[config.mk]
export PLATFORM = sky130hd
export DESIGN_NAME = rgb_hue_rotate_value_scale_top
export DESIGN_NICKNAME = d
export VERILOG_FILES = /design/src/rtl/core/rhr_pkg.sv /design/src/rtl/core/rhr_div.sv /design/src/rtl/core/rhr_hsv.sv /design/src/rtl/core/rhr_rgb.sv /design/src/rtl/core/rgb_hue_rotate_value_scale_top.sv
export SDC_FILE = /design/constraint.sdc
export NUM_CORES = 2
export LEC_CHECK = 0
export BUFFER_PORTS_ARGS = -buffer_cell sky130_fd_sc_hd__buf_2
export CORE_ASPECT_RATIO = 0.6
export CORE_MARGIN = 4
export CORE_UTILIZATION = 30
export DETAILED_ROUTE_END_ITERATION = 8
export PLACE_DENSITY = 0.55
export SYNTH_ARGS = -nofsm -noshare
export SYNTH_HDL_FRONTEND = slang
export SYNTH_HIERARCHICAL = 1
export SYNTH_SLANG_ARGS = --single-unit
[constraint.sdc]
create_clock -name i_clk -period 7.61 [get_ports i_clk]
set_clock_uncertainty 0.2 [all_clocks]
set_input_delay 0.761 -clock i_clk [delete_from_list [all_inputs] [get_ports i_clk]]
set_output_delay 0.761 -clock i_clk [all_outputs]
set_load 0.05 [all_outputs]
[src/rtl/core/rhr_pkg.sv]
// rhr_pkg: shared constants, configuration indexes and sideband types
// for the rgb hue rotate / value scale pipeline. No dependencies.
package rhr_pkg;

    localparam int CH_W    = 8;
    localparam int PIX_W   = 3 * CH_W;
    localparam int SECTOR  = 960;            // 60 degrees in 1/16 degree
    localparam int TURN    = 6 * SECTOR;
    localparam int HUE_W   = 13;
    localparam int POS_W   = 10;
    localparam int OFS_W   = 14;
    localparam int SCALE_W = 10;
    localparam int CFG_W   = 14;
    localparam int PROD_W  = CH_W + SCALE_W;

    // divider operand widths
    localparam int HNUM_W = 22;
    localparam int HDEN_W = CH_W + 1;
    localparam int MNUM_W = 27;
    localparam int MDEN_W = 19;
    localparam int LNUM_W = 17;
    localparam int LDEN_W = CH_W + 1;

    localparam logic [0:0] CFG_HUE_OFFSET  = 1'b0;
    localparam logic [0:0] CFG_VALUE_SCALE = 1'b1;

    localparam logic [SCALE_W-1:0] SCALE_RESET = 10'd256;

    typedef logic [2:0] t_sector;

    typedef struct packed {
        logic [CH_W-1:0] v;
        logic [CH_W-1:0] mx;
        logic [CH_W-1:0] mn;
        logic [CH_W-1:0] dlt;
        logic            grey;
    } t_hue_side;

    typedef struct packed {
        logic [CH_W-1:0] v;
        logic            grey;
    } t_mid_side;

endpackage

[src/rtl/core/rhr_div.sv]
// rhr_div: pipelined restoring divider, one quotient bit per stage,
// with a sideband word carried alongside. Standalone, no package use.
module rhr_div #(
    parameter int NUM_W  = 22,
    parameter int DEN_W  = 9,
    parameter int Q_W    = 13,
    parameter int SIDE_W = 1
) (
    input  logic              i_clk,
    input  logic              i_rst_n,
    input  logic              i_valid,
    input  logic [NUM_W-1:0]  i_num,
    input  logic [DEN_W-1:0]  i_den,
    input  logic [SIDE_W-1:0] i_side,
    output logic              o_valid,
    output logic [Q_W-1:0]    o_quo,
    output logic [SIDE_W-1:0] o_side
);

    localparam int W = (NUM_W > DEN_W + Q_W) ? NUM_W : DEN_W + Q_W;

    logic              r_vld  [Q_W];
    logic [W-1:0]      r_rem  [Q_W];
    logic [DEN_W-1:0]  r_den  [Q_W];
    logic [Q_W-1:0]    r_quo  [Q_W];
    logic [SIDE_W-1:0] r_side [Q_W];

    logic              w_vld  [Q_W];
    logic [W-1:0]      w_rem  [Q_W];
    logic [DEN_W-1:0]  w_den  [Q_W];
    logic [Q_W-1:0]    w_quo  [Q_W];
    logic [SIDE_W-1:0] w_side [Q_W];

    logic [W-1:0]      n_rem  [Q_W];
    logic [Q_W-1:0]    n_quo  [Q_W];

    genvar gs;
    for (gs = 0; gs < Q_W; gs++) begin : g_in
        if (gs == 0) begin : g_first
            assign w_vld[gs]  = i_valid;
            assign w_rem[gs]  = W'(i_num);
            assign w_den[gs]  = i_den;
            assign w_quo[gs]  = '0;
            assign w_side[gs] = i_side;
        end else begin : g_next
            assign w_vld[gs]  = r_vld[gs-1];
            assign w_rem[gs]  = r_rem[gs-1];
            assign w_den[gs]  = r_den[gs-1];
            assign w_quo[gs]  = r_quo[gs-1];
            assign w_side[gs] = r_side[gs-1];
        end
    end

    always_comb begin
        logic [W-1:0] dsh;
        logic         ge;
        for (int s = 0; s < Q_W; s++) begin
            dsh = W'(w_den[s]) << (Q_W - 1 - s);
            ge  = (w_rem[s] >= dsh);
            n_rem[s] = ge ? (w_rem[s] - dsh) : w_rem[s];
            n_quo[s] = w_quo[s];
            n_quo[s][Q_W-1-s] = ge;
        end
    end

    always_ff @(posedge i_clk) begin
        for (int s = 0; s < Q_W; s++) begin
            if (!i_rst_n) begin
                r_vld[s] <= 1'b0;
            end else begin
                r_vld[s] <= w_vld[s];
            end
            r_rem[s]  <= n_rem[s];
            r_den[s]  <= w_den[s];
            r_quo[s]  <= n_quo[s];
            r_side[s] <= w_side[s];
        end
    end

    assign o_valid = r_vld[Q_W-1];
    assign o_quo   = r_quo[Q_W-1];
    assign o_side  = r_side[Q_W-1];

endmodule

[src/rtl/core/rhr_hsv.sv]
// rhr_hsv: front pipeline, max/min/delta, scaled value and hue dividend.
// Depends on rhr_pkg. Four register stages.
module rhr_hsv (
    input  logic                          i_clk,
    input  logic                          i_rst_n,
    input  logic                          i_valid,
    input  logic [rhr_pkg::PIX_W-1:0]     i_pixel,
    input  logic [rhr_pkg::SCALE_W-1:0]   i_scale,
    output logic                          o_valid,
    output logic [rhr_pkg::HNUM_W-1:0]    o_num,
    output logic [rhr_pkg::HDEN_W-1:0]    o_den,
    output rhr_pkg::t_hue_side            o_side
);

    localparam int CW = rhr_pkg::CH_W;

    // stage 1: capture
    logic                      r_s1_vld;
    logic [rhr_pkg::PIX_W-1:0] r_s1_pix;

    // stage 2: extremes and hue difference
    logic                 r_s2_vld;
    logic [CW-1:0]        r_s2_mx, r_s2_mn, r_s2_dlt;
    logic signed [CW:0]   r_s2_diff;
    logic [2:0]           r_s2_base;
    logic [CW-1:0]        n_s2_mx, n_s2_mn;
    logic signed [CW:0]   n_s2_diff;
    logic [2:0]           n_s2_base;

    // stage 3: product and dividend
    logic                        r_s3_vld;
    logic [rhr_pkg::PROD_W-1:0]  r_s3_prod;
    logic [rhr_pkg::HNUM_W-1:0]  r_s3_num;
    logic [CW-1:0]               r_s3_mx, r_s3_mn, r_s3_dlt;
    logic [rhr_pkg::HNUM_W-1:0]  n_s3_num;
    logic [CW+2:0]               n_bd;
    logic signed [CW+4:0]        n_hsum;

    // stage 4 outputs
    logic                        r_vld;
    logic [rhr_pkg::HNUM_W-1:0]  r_num;
    logic [rhr_pkg::HDEN_W-1:0]  r_den;
    rhr_pkg::t_hue_side          r_side;
    logic [rhr_pkg::PROD_W:0]    n_rnd;
    logic [CW-1:0]               n_v;

    always_comb begin
        logic [CW-1:0] r, g, b;
        r = r_s1_pix[2*CW +: CW];
        g = r_s1_pix[CW +: CW];
        b = r_s1_pix[0 +: CW];
        n_s2_mn = r;
        if (g < n_s2_mn) n_s2_mn = g;
        if (b < n_s2_mn) n_s2_mn = b;
        // red wins ties, then green
        if (r >= g && r >= b) begin
            n_s2_mx   = r;
            n_s2_diff = $signed({1'b0, g}) - $signed({1'b0, b});
            n_s2_base = (g < b) ? 3'd6 : 3'd0;
        end else if (g >= b) begin
            n_s2_mx   = g;
            n_s2_diff = $signed({1'b0, b}) - $signed({1'b0, r});
            n_s2_base = 3'd2;
        end else begin
            n_s2_mx   = b;
            n_s2_diff = $signed({1'b0, r}) - $signed({1'b0, g});
            n_s2_base = 3'd4;
        end
    end

    // hue numerator is (diff + base*delta)*2*sector + delta, never negative
    always_comb begin
        n_bd     = (CW+3)'(r_s2_base) * (CW+3)'(r_s2_dlt);
        n_hsum   = $signed({2'b00, n_bd}) + (CW+5)'(r_s2_diff);
        n_s3_num = rhr_pkg::HNUM_W'(n_hsum[CW+2:0]) * rhr_pkg::HNUM_W'(2 * rhr_pkg::SECTOR)
                 + rhr_pkg::HNUM_W'(r_s2_dlt);
    end

    always_comb begin
        n_rnd = (rhr_pkg::PROD_W+1)'(r_s3_prod) + (rhr_pkg::PROD_W+1)'(128);
        if (n_rnd[rhr_pkg::PROD_W:8] > (rhr_pkg::PROD_W-7)'({CW{1'b1}})) begin
            n_v = {CW{1'b1}};
        end else begin
            n_v = n_rnd[CW+7:8];
        end
    end

    always_ff @(posedge i_clk) begin
        if (!i_rst_n) begin
            r_s1_vld <= 1'b0;
            r_s2_vld <= 1'b0;
            r_s3_vld <= 1'b0;
            r_vld    <= 1'b0;
        end else begin
            r_s1_vld <= i_valid;
            r_s2_vld <= r_s1_vld;
            r_s3_vld <= r_s2_vld;
            r_vld    <= r_s3_vld;
        end
        r_s1_pix  <= i_pixel;
        r_s2_mx   <= n_s2_mx;
        r_s2_mn   <= n_s2_mn;
        r_s2_dlt  <= n_s2_mx - n_s2_mn;
        r_s2_diff <= n_s2_diff;
        r_s2_base <= n_s2_base;
        r_s3_prod <= rhr_pkg::PROD_W'(r_s2_mx) * rhr_pkg::PROD_W'(i_scale);
        r_s3_num  <= n_s3_num;
        r_s3_mx   <= r_s2_mx;
        r_s3_mn   <= r_s2_mn;
        r_s3_dlt  <= r_s2_dlt;
        r_num       <= r_s3_num;
        r_den       <= {r_s3_dlt, 1'b0};
        r_side.v    <= n_v;
        r_side.mx   <= r_s3_mx;
        r_side.mn   <= r_s3_mn;
        r_side.dlt  <= r_s3_dlt;
        r_side.grey <= (r_s3_dlt == '0);
    end

    assign o_valid = r_vld;
    assign o_num   = r_num;
    assign o_den   = r_den;
    assign o_side  = r_side;

endmodule

[src/rtl/core/rhr_rgb.sv]
// rhr_rgb: hue rotation, sector split and the channel dividends.
// Depends on rhr_pkg. Five register stages.
module rhr_rgb (
    input  logic                              i_clk,
    input  logic                              i_rst_n,
    input  logic                              i_valid,
    input  logic [rhr_pkg::HUE_W-1:0]         i_hue,
    input  rhr_pkg::t_hue_side                i_side,
    input  logic signed [rhr_pkg::OFS_W-1:0]  i_offset,
    output logic                              o_valid,
    output logic [rhr_pkg::MNUM_W-1:0]        o_mid_num,
    output logic [rhr_pkg::MDEN_W-1:0]        o_mid_den,
    output logic [rhr_pkg::LNUM_W-1:0]        o_lo_num,
    output logic [rhr_pkg::LDEN_W-1:0]        o_lo_den,
    output rhr_pkg::t_mid_side                o_mid_side,
    output rhr_pkg::t_sector                  o_sector
);

    localparam int CW  = rhr_pkg::CH_W;
    localparam int HW  = rhr_pkg::HUE_W;
    localparam int TW  = HW + 2;
    localparam int PW  = rhr_pkg::POS_W;

    // stage 1: hue plus offset, biased by two turns
    logic                 r_s1_vld;
    logic [TW-1:0]        r_s1_t;
    rhr_pkg::t_hue_side   r_s1_side;
    logic [HW-1:0]        n_h;
    logic signed [TW:0]   n_t;

    // stage 2: reduced hue
    logic                 r_s2_vld;
    logic [HW-1:0]        r_s2_h;
    rhr_pkg::t_hue_side   r_s2_side;
    logic [HW-1:0]        n_s2_h;

    // stage 3: sector and position
    logic                 r_s3_vld;
    rhr_pkg::t_sector     r_s3_sec;
    logic [PW-1:0]        r_s3_pos;
    rhr_pkg::t_hue_side   r_s3_side;
    rhr_pkg::t_sector     n_s3_sec;
    logic [PW-1:0]        n_s3_pos;

    // stage 4: products
    logic                 r_s4_vld;
    logic [2*CW-1:0]      r_s4_a, r_s4_b;
    logic [PW-1:0]        r_s4_pos;
    logic [CW-1:0]        r_s4_mx;
    rhr_pkg::t_sector     r_s4_sec;
    rhr_pkg::t_mid_side   r_s4_ms;

    // stage 5 outputs
    logic                         r_vld;
    logic [rhr_pkg::MNUM_W-1:0]   r_mid_num;
    logic [rhr_pkg::MDEN_W-1:0]   r_mid_den;
    logic [rhr_pkg::LNUM_W-1:0]   r_lo_num;
    logic [rhr_pkg::LDEN_W-1:0]   r_lo_den;
    rhr_pkg::t_mid_side           r_ms;
    rhr_pkg::t_sector             r_sec;

    always_comb begin
        // a rounded hue of a full turn wraps to zero
        n_h = (i_hue >= HW'(rhr_pkg::TURN)) ? (i_hue - HW'(rhr_pkg::TURN)) : i_hue;
        n_t = $signed({3'b000, n_h}) + (TW+1)'(i_offset) + (TW+1)'(2 * rhr_pkg::TURN);
    end

    always_comb begin
        n_s2_h = HW'(r_s1_t);
        for (int k = 1; k <= 4; k++) begin
            if (r_s1_t >= TW'(k * rhr_pkg::TURN)) begin
                n_s2_h = HW'(r_s1_t - TW'(k * rhr_pkg::TURN));
            end
        end
    end

    always_comb begin
        logic [HW-1:0] base;
        base     = '0;
        n_s3_sec = '0;
        for (int k = 1; k <= 5; k++) begin
            if (r_s2_h >= HW'(k * rhr_pkg::SECTOR)) begin
                n_s3_sec = 3'(k);
                base     = HW'(k * rhr_pkg::SECTOR);
            end
        end
        n_s3_pos = PW'(r_s2_h - base);
        // odd sectors count down
        if (n_s3_sec[0]) n_s3_pos = PW'(rhr_pkg::SECTOR) - n_s3_pos;
    end

    always_ff @(posedge i_clk) begin
        if (!i_rst_n) begin
            r_s1_vld <= 1'b0;
            r_s2_vld <= 1'b0;
            r_s3_vld <= 1'b0;
            r_s4_vld <= 1'b0;
            r_vld    <= 1'b0;
        end else begin
            r_s1_vld <= i_valid;
            r_s2_vld <= r_s1_vld;
            r_s3_vld <= r_s2_vld;
            r_s4_vld <= r_s3_vld;
            r_vld    <= r_s4_vld;
        end
        r_s1_t    <= n_t[TW-1:0];
        r_s1_side <= i_side;
        r_s2_h    <= n_s2_h;
        r_s2_side <= r_s1_side;
        r_s3_sec  <= n_s3_sec;
        r_s3_pos  <= n_s3_pos;
        r_s3_side <= r_s2_side;
        r_s4_a    <= (2*CW)'(r_s3_side.v) * (2*CW)'(r_s3_side.mn);
        r_s4_b    <= (2*CW)'(r_s3_side.v) * (2*CW)'(r_s3_side.dlt);
        r_s4_pos  <= r_s3_pos;
        r_s4_mx   <= r_s3_side.mx;
        r_s4_sec  <= r_s3_sec;
        r_s4_ms.v    <= r_s3_side.v;
        r_s4_ms.grey <= r_s3_side.grey;
        // mid = round((v*mn*sector + v*delta*pos) / (mx*sector))
        r_mid_num <= rhr_pkg::MNUM_W'(r_s4_a) * rhr_pkg::MNUM_W'(2 * rhr_pkg::SECTOR)
                   + rhr_pkg::MNUM_W'({(2*CW+PW)'(r_s4_b) * (2*CW+PW)'(r_s4_pos), 1'b0})
                   + rhr_pkg::MNUM_W'(r_s4_mx) * rhr_pkg::MNUM_W'(rhr_pkg::SECTOR);
        r_mid_den <= rhr_pkg::MDEN_W'(r_s4_mx) * rhr_pkg::MDEN_W'(2 * rhr_pkg::SECTOR);
        // lo = round(v*mn / mx)
        r_lo_num  <= rhr_pkg::LNUM_W'({r_s4_a, 1'b0}) + rhr_pkg::LNUM_W'(r_s4_mx);
        r_lo_den  <= {r_s4_mx, 1'b0};
        r_ms      <= r_s4_ms;
        r_sec     <= r_s4_sec;
    end

    assign o_valid    = r_vld;
    assign o_mid_num  = r_mid_num;
    assign o_mid_den  = r_mid_den;
    assign o_lo_num   = r_lo_num;
    assign o_lo_den   = r_lo_den;
    assign o_mid_side = r_ms;
    assign o_sector   = r_sec;

endmodule

[src/rtl/core/rgb_hue_rotate_value_scale_top.sv]
// rgb_hue_rotate_value_scale_top: top level, configuration registers,
// dividers and output packing. Depends on rhr_pkg, rhr_hsv, rhr_rgb, rhr_div.
//
// Takes one pixel per clock on start and returns the rotated, value scaled
// pixel on o_done, one cycle wide; busy is always low and the receiver
// cannot stall. Two bit-per-stage dividers (13 stages for the hue, 8 for
// the output channels) sit with 10 stages of arithmetic around them.
// Registers are written through i_cfg_we / i_cfg_idx / i_cfg_data; the user
// must do so with the pipeline empty, the block does not enforce it.
module rgb_hue_rotate_value_scale_top (
    input  logic                          i_clk,
    input  logic                          i_rst_n,
    input  logic                          start,
    output logic                          busy,
    input  logic [rhr_pkg::PIX_W-1:0]     i_pixel_in,
    output logic                          o_done,
    output logic [rhr_pkg::PIX_W-1:0]     o_pixel_out,
    input  logic                          i_cfg_we,
    input  logic [0:0]                    i_cfg_idx,
    input  logic [rhr_pkg::CFG_W-1:0]     i_cfg_data
);

    localparam int CW = rhr_pkg::CH_W;

    logic signed [rhr_pkg::OFS_W-1:0] r_hue_offset;
    logic [rhr_pkg::SCALE_W-1:0]      r_value_scale;

    logic                         w_h_vld;
    logic [rhr_pkg::HNUM_W-1:0]   w_h_num;
    logic [rhr_pkg::HDEN_W-1:0]   w_h_den;
    rhr_pkg::t_hue_side           w_h_side;

    logic                         w_q_vld;
    logic [rhr_pkg::HUE_W-1:0]    w_q_hue;
    rhr_pkg::t_hue_side           w_q_side;

    logic                         w_c_vld;
    logic [rhr_pkg::MNUM_W-1:0]   w_mid_num;
    logic [rhr_pkg::MDEN_W-1:0]   w_mid_den;
    logic [rhr_pkg::LNUM_W-1:0]   w_lo_num;
    logic [rhr_pkg::LDEN_W-1:0]   w_lo_den;
    rhr_pkg::t_mid_side           w_ms;
    rhr_pkg::t_sector             w_sec;

    logic                         w_mid_vld, w_lo_vld;
    logic [CW-1:0]                w_mid, w_lo;
    rhr_pkg::t_mid_side           w_ms_out;
    rhr_pkg::t_sector             w_sec_out;

    logic                         r_done;
    logic [rhr_pkg::PIX_W-1:0]    r_pixel;
    logic [rhr_pkg::PIX_W-1:0]    n_pixel;

    assign busy = 1'b0;

    always_ff @(posedge i_clk) begin
        if (!i_rst_n) begin
            r_hue_offset  <= '0;
            r_value_scale <= rhr_pkg::SCALE_RESET;
        end else if (i_cfg_we) begin
            case (i_cfg_idx)
                rhr_pkg::CFG_HUE_OFFSET: begin
                    r_hue_offset <= $signed(i_cfg_data[rhr_pkg::OFS_W-1:0]);
                end
                rhr_pkg::CFG_VALUE_SCALE: begin
                    r_value_scale <= i_cfg_data[rhr_pkg::SCALE_W-1:0];
                end
                default: begin
                end
            endcase
        end
    end

    rhr_hsv u_hsv (
        .i_clk   (i_clk),
        .i_rst_n (i_rst_n),
        .i_valid (start && !busy),
        .i_pixel (i_pixel_in),
        .i_scale (r_value_scale),
        .o_valid (w_h_vld),
        .o_num   (w_h_num),
        .o_den   (w_h_den),
        .o_side  (w_h_side)
    );

    rhr_div #(
        .NUM_W  (rhr_pkg::HNUM_W),
        .DEN_W  (rhr_pkg::HDEN_W),
        .Q_W    (rhr_pkg::HUE_W),
        .SIDE_W ($bits(rhr_pkg::t_hue_side))
    ) u_hue_div (
        .i_clk   (i_clk),
        .i_rst_n (i_rst_n),
        .i_valid (w_h_vld),
        .i_num   (w_h_num),
        .i_den   (w_h_den),
        .i_side  (w_h_side),
        .o_valid (w_q_vld),
        .o_quo   (w_q_hue),
        .o_side  (w_q_side)
    );

    rhr_rgb u_rgb (
        .i_clk      (i_clk),
        .i_rst_n    (i_rst_n),
        .i_valid    (w_q_vld),
        .i_hue      (w_q_hue),
        .i_side     (w_q_side),
        .i_offset   (r_hue_offset),
        .o_valid    (w_c_vld),
        .o_mid_num  (w_mid_num),
        .o_mid_den  (w_mid_den),
        .o_lo_num   (w_lo_num),
        .o_lo_den   (w_lo_den),
        .o_mid_side (w_ms),
        .o_sector   (w_sec)
    );

    rhr_div #(
        .NUM_W  (rhr_pkg::MNUM_W),
        .DEN_W  (rhr_pkg::MDEN_W),
        .Q_W    (CW),
        .SIDE_W ($bits(rhr_pkg::t_mid_side))
    ) u_mid_div (
        .i_clk   (i_clk),
        .i_rst_n (i_rst_n),
        .i_valid (w_c_vld),
        .i_num   (w_mid_num),
        .i_den   (w_mid_den),
        .i_side  (w_ms),
        .o_valid (w_mid_vld),
        .o_quo   (w_mid),
        .o_side  (w_ms_out)
    );

    rhr_div #(
        .NUM_W  (rhr_pkg::LNUM_W),
        .DEN_W  (rhr_pkg::LDEN_W),
        .Q_W    (CW),
        .SIDE_W ($bits(rhr_pkg::t_sector))
    ) u_lo_div (
        .i_clk   (i_clk),
        .i_rst_n (i_rst_n),
        .i_valid (w_c_vld),
        .i_num   (w_lo_num),
        .i_den   (w_lo_den),
        .i_side  (w_sec),
        .o_valid (w_lo_vld),
        .o_quo   (w_lo),
        .o_side  (w_sec_out)
    );

    // place max, mid and min by sector; grey and black give v on all channels
    always_comb begin
        case (w_sec_out)
            3'd0:    n_pixel = {w_ms_out.v, w_mid, w_lo};
            3'd1:    n_pixel = {w_mid, w_ms_out.v, w_lo};
            3'd2:    n_pixel = {w_lo, w_ms_out.v, w_mid};
            3'd3:    n_pixel = {w_lo, w_mid, w_ms_out.v};
            3'd4:    n_pixel = {w_mid, w_lo, w_ms_out.v};
            default: n_pixel = {w_ms_out.v, w_lo, w_mid};
        endcase
        if (w_ms_out.grey) n_pixel = {w_ms_out.v, w_ms_out.v, w_ms_out.v};
    end

    always_ff @(posedge i_clk) begin
        if (!i_rst_n) begin
            r_done <= 1'b0;
        end else begin
            r_done <= w_mid_vld && w_lo_vld;
        end
        r_pixel <= n_pixel;
    end

    assign o_done      = r_done;
    assign o_pixel_out = r_pixel;

endmodule

# After elaboration in Yosys (flattened, before gate mapping)
# Memory sizes are Yosys's and may differ from the RTL's. A register that Yosys moved wholly into a read port is not among the register bits.
# Index checks and enable logic that the tools add are counted.
dict set report totals {
  mem_count 15
  reg_bits 481
  ramBits 1830
  word_cells 305
  output_inout_bits 26
  input_bits 43
}
dict set report classes {
  magnitude_cmp 46
  n_mul 9
  addsub 48
  n_eq_ne 4
  muxes 87
  reduce_logical 8
  n_bitwise 30
}
# memory depth word_bits read_ports rd_ports_with_merged_regs wr line
set memory_table {}
lappend memory_table {u_hue_div.r_side 13 33 13 1 13 rhr_div.sv:26} ;# logic [SIDE_W-1:0] r_side [Q_W];
lappend memory_table {u_hue_div.r_rem 13 22 12 0 13 rhr_div.sv:23} ;# logic [W-1:0] r_rem [Q_W];
lappend memory_table {u_mid_div.r_rem 8 27 7 0 8 rhr_div.sv:23}
lappend memory_table {u_hue_div.r_quo 13 13 13 0 13 rhr_div.sv:25} ;# logic [Q_W-1:0] r_quo [Q_W];
lappend memory_table {u_mid_div.r_den 8 19 7 0 8 rhr_div.sv:24} ;# logic [DEN_W-1:0] r_den [Q_W];
lappend memory_table {u_lo_div.r_rem 8 17 7 0 8 rhr_div.sv:23}
lappend memory_table {{+9 memories} - - - - - -}
# operator n
set op_table {}
lappend op_table {{$mux 22} 13}
lappend op_table {{$mux 27} 8}
lappend op_table {{$mux 17} 8}
lappend op_table {{$pmux 24 s5} 1}
lappend op_table {{$mux 13} 5}
lappend op_table {{$mux 10} 6}
lappend op_table {{$sub 13x13->13 const B} 3}
lappend op_table {{$mux 1} 34}
lappend op_table {{$mul 8x8->16} 2}
lappend op_table {{$mux 8} 4}
lappend op_table {{$ge 15x15->1 const B} 2}
lappend op_table {{$or 1x1->1} 29}
lappend op_table {{$add 27x18->27} 1}
lappend op_table {{$add 27x27->27} 1}
lappend op_table {{$ge 27x19->1} 1}
lappend op_table {{$ge 27x20->1} 1}
lappend op_table {{$ge 27x21->1} 1}
lappend op_table {{$ge 27x22->1} 1}
lappend op_table {{$ge 27x23->1} 1}
lappend op_table {{$ge 27x24->1} 1}
lappend op_table {{$ge 27x25->1} 1}
lappend op_table {{$ge 27x26->1} 1}
lappend op_table {{$sub 27x19->27} 1}
lappend op_table {{$sub 27x20->27} 1}
lappend op_table {{89 further kinds} 105}

# Logic depth before layout (Yosys ltp)
dict set report depth {
  word_depth 9
  depth_mapped 32
  mapped_depth_nobuf 31
}

# Hierarchy
# Netlist, hierarchy kept.
# module area_per_inst_um2 n_inst seq_area_each_um2 cells_per_inst
set modules_own_cells {}
lappend modules_own_cells {{rhr_div at u_hue_div} 26678.1 1 18117.4 2188}
lappend modules_own_cells {rhr_rgb 20245.7 1 5605.4 2004}
lappend modules_own_cells {{rhr_div at u_mid_div} 18591.6 1 8768.4 1959}
lappend modules_own_cells {rhr_hsv 10042.1 1 3223.1 1054}
lappend modules_own_cells {{rhr_div at u_lo_div} 9668.0 1 5004.8 919}
lappend modules_own_cells {rgb_hue_rotate_value_scale_top 2225.9 1 980.9 248}

# Least setup slack after synthesis
# No wires, ideal clock.
dict set report synth_path {
  path_type {register to register}
  start {register u_rgb.r_s4_pos[1]}
  end {register u_rgb.r_mid_num (netlist bit u_rgb/o_mid_num[26])}
  required_time_ns 7.280
  stages_incl_launch_ff 31
  arrival_time_ns 7.208
  setup_slack_ns 0.073
  path_cell_list {dfxtp_1 -> clkbuf_1 -> nand2_1 -> fa_1 -> inv_1 -> fa_1 -> fa_1 -> fa_1 -> inv_1 -> fa_1 -> inv_1 -> ha_1 -> a21o_1 -> a21oi_1 -> nor2b_1 -> a311o_1 -> a41o_1 -> a21oi_1 -> o21ai_0 -> a31oi_1 -> xnor2_1 -> ha_1 -> ha_1 -> nand3_1 -> o22ai_1 -> nor2_1 -> o31ai_2 -> nand4_1 -> and4_1 -> or3_1 -> xnor3_1}
}
dict set report synth_between {
  elab_chain_cells 3
}
# item line
set synth_lines {}
lappend synth_lines {{start, declared} rhr_rgb.sv:48} ;# logic [PW-1:0] r_s4_pos;
lappend synth_lines {{start signal, assigned} rhr_rgb.sv:115} ;# r_s4_pos <= r_s3_pos;
lappend synth_lines {{$mul 16x10->26} rhr_rgb.sv:122} ;# + rhr_pkg::MNUM_W'({(2*CW+PW)'(r_s4_b) * (2*CW+PW)'(r_s4_pos), 1'b0})
lappend synth_lines {{$add 27x27->27} rhr_rgb.sv:122}
lappend synth_lines {{$add 27x18->27} rhr_rgb.sv:123} ;# + rhr_pkg::MNUM_W'(r_s4_mx) * rhr_pkg::MNUM_W'(rhr_pkg::SECTOR);
lappend synth_lines {{end signal, assigned} rhr_rgb.sv:121} ;# r_mid_num <= rhr_pkg::MNUM_W'(r_s4_a) * rhr_pkg::MNUM_W'(2 * rhr_pkg::SECTOR)
lappend synth_lines {{end, declared} rhr_rgb.sv:55} ;# logic [rhr_pkg::MNUM_W-1:0] r_mid_num;
# Every way passes these cells.
# A chain may end at the register's enable or synchronous reset.

# Worst setup path after layout
dict set report layout_path {
  start {register u_rgb.r_s4_pos[4]}
  end {register u_rgb.r_mid_num (netlist bit u_rgb/o_mid_num[23])}
}
# Same word-level chain as after synthesis.

==> results.yml <==
status:
  outcome: "complete, no violations"
timing:
  final.period_utilization_pct: 97.0
  finalHoldViolCount: 0
  setup_viol_count_final: 0
  finalMaxSlewViolations: 0
  timing.setup.tns_ns: 0
  max_slew_margin_pct: 16.3
  finalCriticalPeriod_ns: 7.38
  worst_slew_pin_slew_ns: 1.22
  timing.fmax_mhz: 135
final_layout:
  stdcell_count: 12583
  layout.nets: 9646
  synthToLayoutAreaGrowth_pct: 13.8
  final_cell_area_mm2: 0.0995
  drive_gt1_share_pct: 8.04
  final_core_utilization_pct: 34.3
  fill_cells: 29001
placement:
  globalplace.congestion: 0.887
  count_of_port_buffers_added_during_placement: 67
  place.detailed.instances: 12193
  place.detailed.hpwl_mm: 153
  placed_cell_area_mm2: 0.0922
floorplanning:
  core_area_mm2: 0.290
  placementRows: 153
  die_w_um: 705
  floorplan.initialDensity_pct: 30.2
  pin_count: 69
  die_height_um: 426
  dieArea_mm2: 0.300
worst_hold_path:
  min_delay_path_class: "reg2reg"
  hold_depth: 0
clock_tree:
  tritoncts_num_sinks: 2083
  clk_latency_worst_skew_pair_ns: 0.86
  clkSlewWorstSetupHoldPaths_ns: 0.07
  root_buffer: "sky130_fd_sc_hd__clkbuf_16"
  tritoncts: "done"
  tritoncts.num_buffers: 195
  h-tree-depth: 4
  cts_max_path_buffers: 4
yosys:
  netlist_area_mm2: 0.0875
  synth-main-ff-cell: "sky130_fd_sc_hd__dfxtp_1"
  synth_cell_type_count: 113
  ys_async_sr_fraction_pct: 0
  synth_top_area_share_pct: 47.7
  synth_area_per_cell_um2: 10.4
  most_used_standard_cell_by_instance_count_after_synthesis: "sky130_fd_sc_hd__dfxtp_1"
  edff_count_synth: 0
  top_post_synthesis_cells_by_area: "sky130_fd_sc_hd__dfxtp_1, sky130_fd_sc_hd__ha_1, sky130_fd_sc_hd__fa_1"
  synth_warnings: 6
  synth_commonest_cells: "sky130_fd_sc_hd__dfxtp_1, sky130_fd_sc_hd__inv_1, sky130_fd_sc_hd__ha_1"
  synth_seq_area_share_pct: 47.7
  netlist.top_cell.by_area: "sky130_fd_sc_hd__dfxtp_1"
  syn-instance-count: 8372
  synth.ff_latch_count: 2083
worst_setup_path:
  endpoint_kind: "flop"
  crit_top_cell: "sky130_fd_sc_hd__fa_1"
  crit_path_max_fanout: 4
  worstSetupPathType: "reg2reg"
  max_stage_delay_ns: 0.56
  critPathArrivalTime_ns: 7.90
  crit_required_ns: 8.12
  slowest_stage: "sky130_fd_sc_hd__fa_1"
  crit_path_start_kind: "flop"
  reg2reg_depth: 29
grt:
  pin_count_of_the_biggest_net_entering_global_routing: 64
  grt_first_pass_wirelength_mm: 313
  grt_antenna_before_repair: 15
  global_route_usage_over_all_layers_pct: 12.8
  grt_pass1_vias: 55973
  global_route.overflow_total: 0
flow_run:
  cap_violations: 0
route:
  drt-wirelength-per-cell_um: 15.6
  antenna_violating_nets_post_route: 0
  dr.first_iter.drc_count: 4137
  dr_total_vias: 56940
  postRouteWirelength_mm: 197
  detailedRoute.firstPassIterationCount: 6
  per_cell_via_count_in_the_routed_design: 4.53
  drc: 0
[layout make-up]
cell class | count | area, um^2 | area share (%)
clock buffer | 247 | 5390 | 5.41
tap | 3875 | 4850 | 4.87
clock inverter | 97 | 1320 | 1.33
antenna | 4 | 10.0 | 0.0101
multi-input combinational | 5171 | 41400 | 41.6
sequential | 2083 | 41700 | 41.9
timing repair buffer | 193 | 1390 | 1.40
inverter | 913 | 3430 | 3.44
[final timing paths]
kind | endpoint | slack [ns] | from
min | u_mid_div/r_quo[1][6] | 0.09 | u_mid_div/r_quo[0][30]
max | u_rgb/o_mid_num[23] | 0.23 | u_rgb/r_s4_pos[4]
max reg2reg | u_rgb/o_mid_num[23] | 0.23 | u_rgb/r_s4_pos[4]
min reg2reg | u_mid_div/r_quo[1][6] | 0.09 | u_mid_div/r_quo[0][30]
[registers in the layout, summed over array words and instances, names as in the netlist, 63 cells and up]
signal / cells
u_hue_div/r_den: 108
u_mid_div/r_side: 72
u_mid_div/r_den: 133
u_hue_div/r_quo: 91
u_hue_div/r_side: 429
u_lo_div/r_den: 63
u_hue_div/r_rem: 264
u_mid_div/r_rem: 189
u_lo_div/r_rem: 119
[cells by family (layout without fill, tap and decap cells)]
group                    after synthesis  in the layout  synth area share [%]
other                                  3             15                0.0129
adder cells (fa/ha/maj)             1046           1046                  17.8
AO/OA/AOI/OAI                       1511           1511                  11.2
buffers and inverters               1126           1450                  5.22
XOR/XNOR                             497            497                  5.02
flip-flops                          2083           2083                  47.7
AND/OR/NAND/NOR                     1995           1995                  11.6
multiplexers                         111            111                  1.38
[through the flow]
step / hold WS [ns] / worst slack (ns)
after floorplan: 0.110 / 0.0728
after global placement: 0.110 / 0.00918
after detailed placement: 0.112 / -0.0889
after CTS: 0.0937 / 0.00139
after global routing: 0.0845 / -0.0804
final: 0.0929 / 0.227
[worst max-delay path, delay by kind of cell, from the launching register on]
kind	cells	cell delay, ns
AOI/OAI and AO/OA	9	1.79
xor gates and xnor gates	2	0.28
adders and majority gates	8	3.57
buffers and inverters	5	0.44
DFF	1	0.34
and+or+nand+nor	5	0.65
[timing repair]
action	in CTS	in global routing
setup endpoints to repair	3	3
cloned	0	0
endpoints found under the hold margin	49	0
buffers inserted	0	3
hold buffers	39	0
resized for setup	14	38
pin swaps	4	18
[placed cells by master (no fill, tap or decap), types with 133 or more instances in the layout]
master and instances:
sky130_fd_sc_hd__xnor2_1 275, sky130_fd_sc_hd__ha_1 707, sky130_fd_sc_hd__o21ai_0 360, sky130_fd_sc_hd__a21o_1 154, sky130_fd_sc_hd__a21oi_1 400, sky130_fd_sc_hd__inv_1 905
sky130_fd_sc_hd__dfxtp_1 2072, sky130_fd_sc_hd__and2_1 266, sky130_fd_sc_hd__xor2_1 216, sky130_fd_sc_hd__nor3_1 133, sky130_fd_sc_hd__clkbuf_16 196, sky130_fd_sc_hd__nor2_1 354
sky130_fd_sc_hd__nand2_1 586, sky130_fd_sc_hd__fa_1 331
[routing by layer]
metal / wire length (um) / vias up / GRT usage (%)
met1: 108000 / 27014 / 20.7
met4: 3200 / 0 / 2.43
met5: 0 / - / 0
met3: 12300 / 231 / 2.58
li1: - / 28376 / -
met2: 72800 / 1319 / 17.2
Power is not shown: default switching activity piles up to over one toggle a cycle in this logic, so the estimate is an artifact.
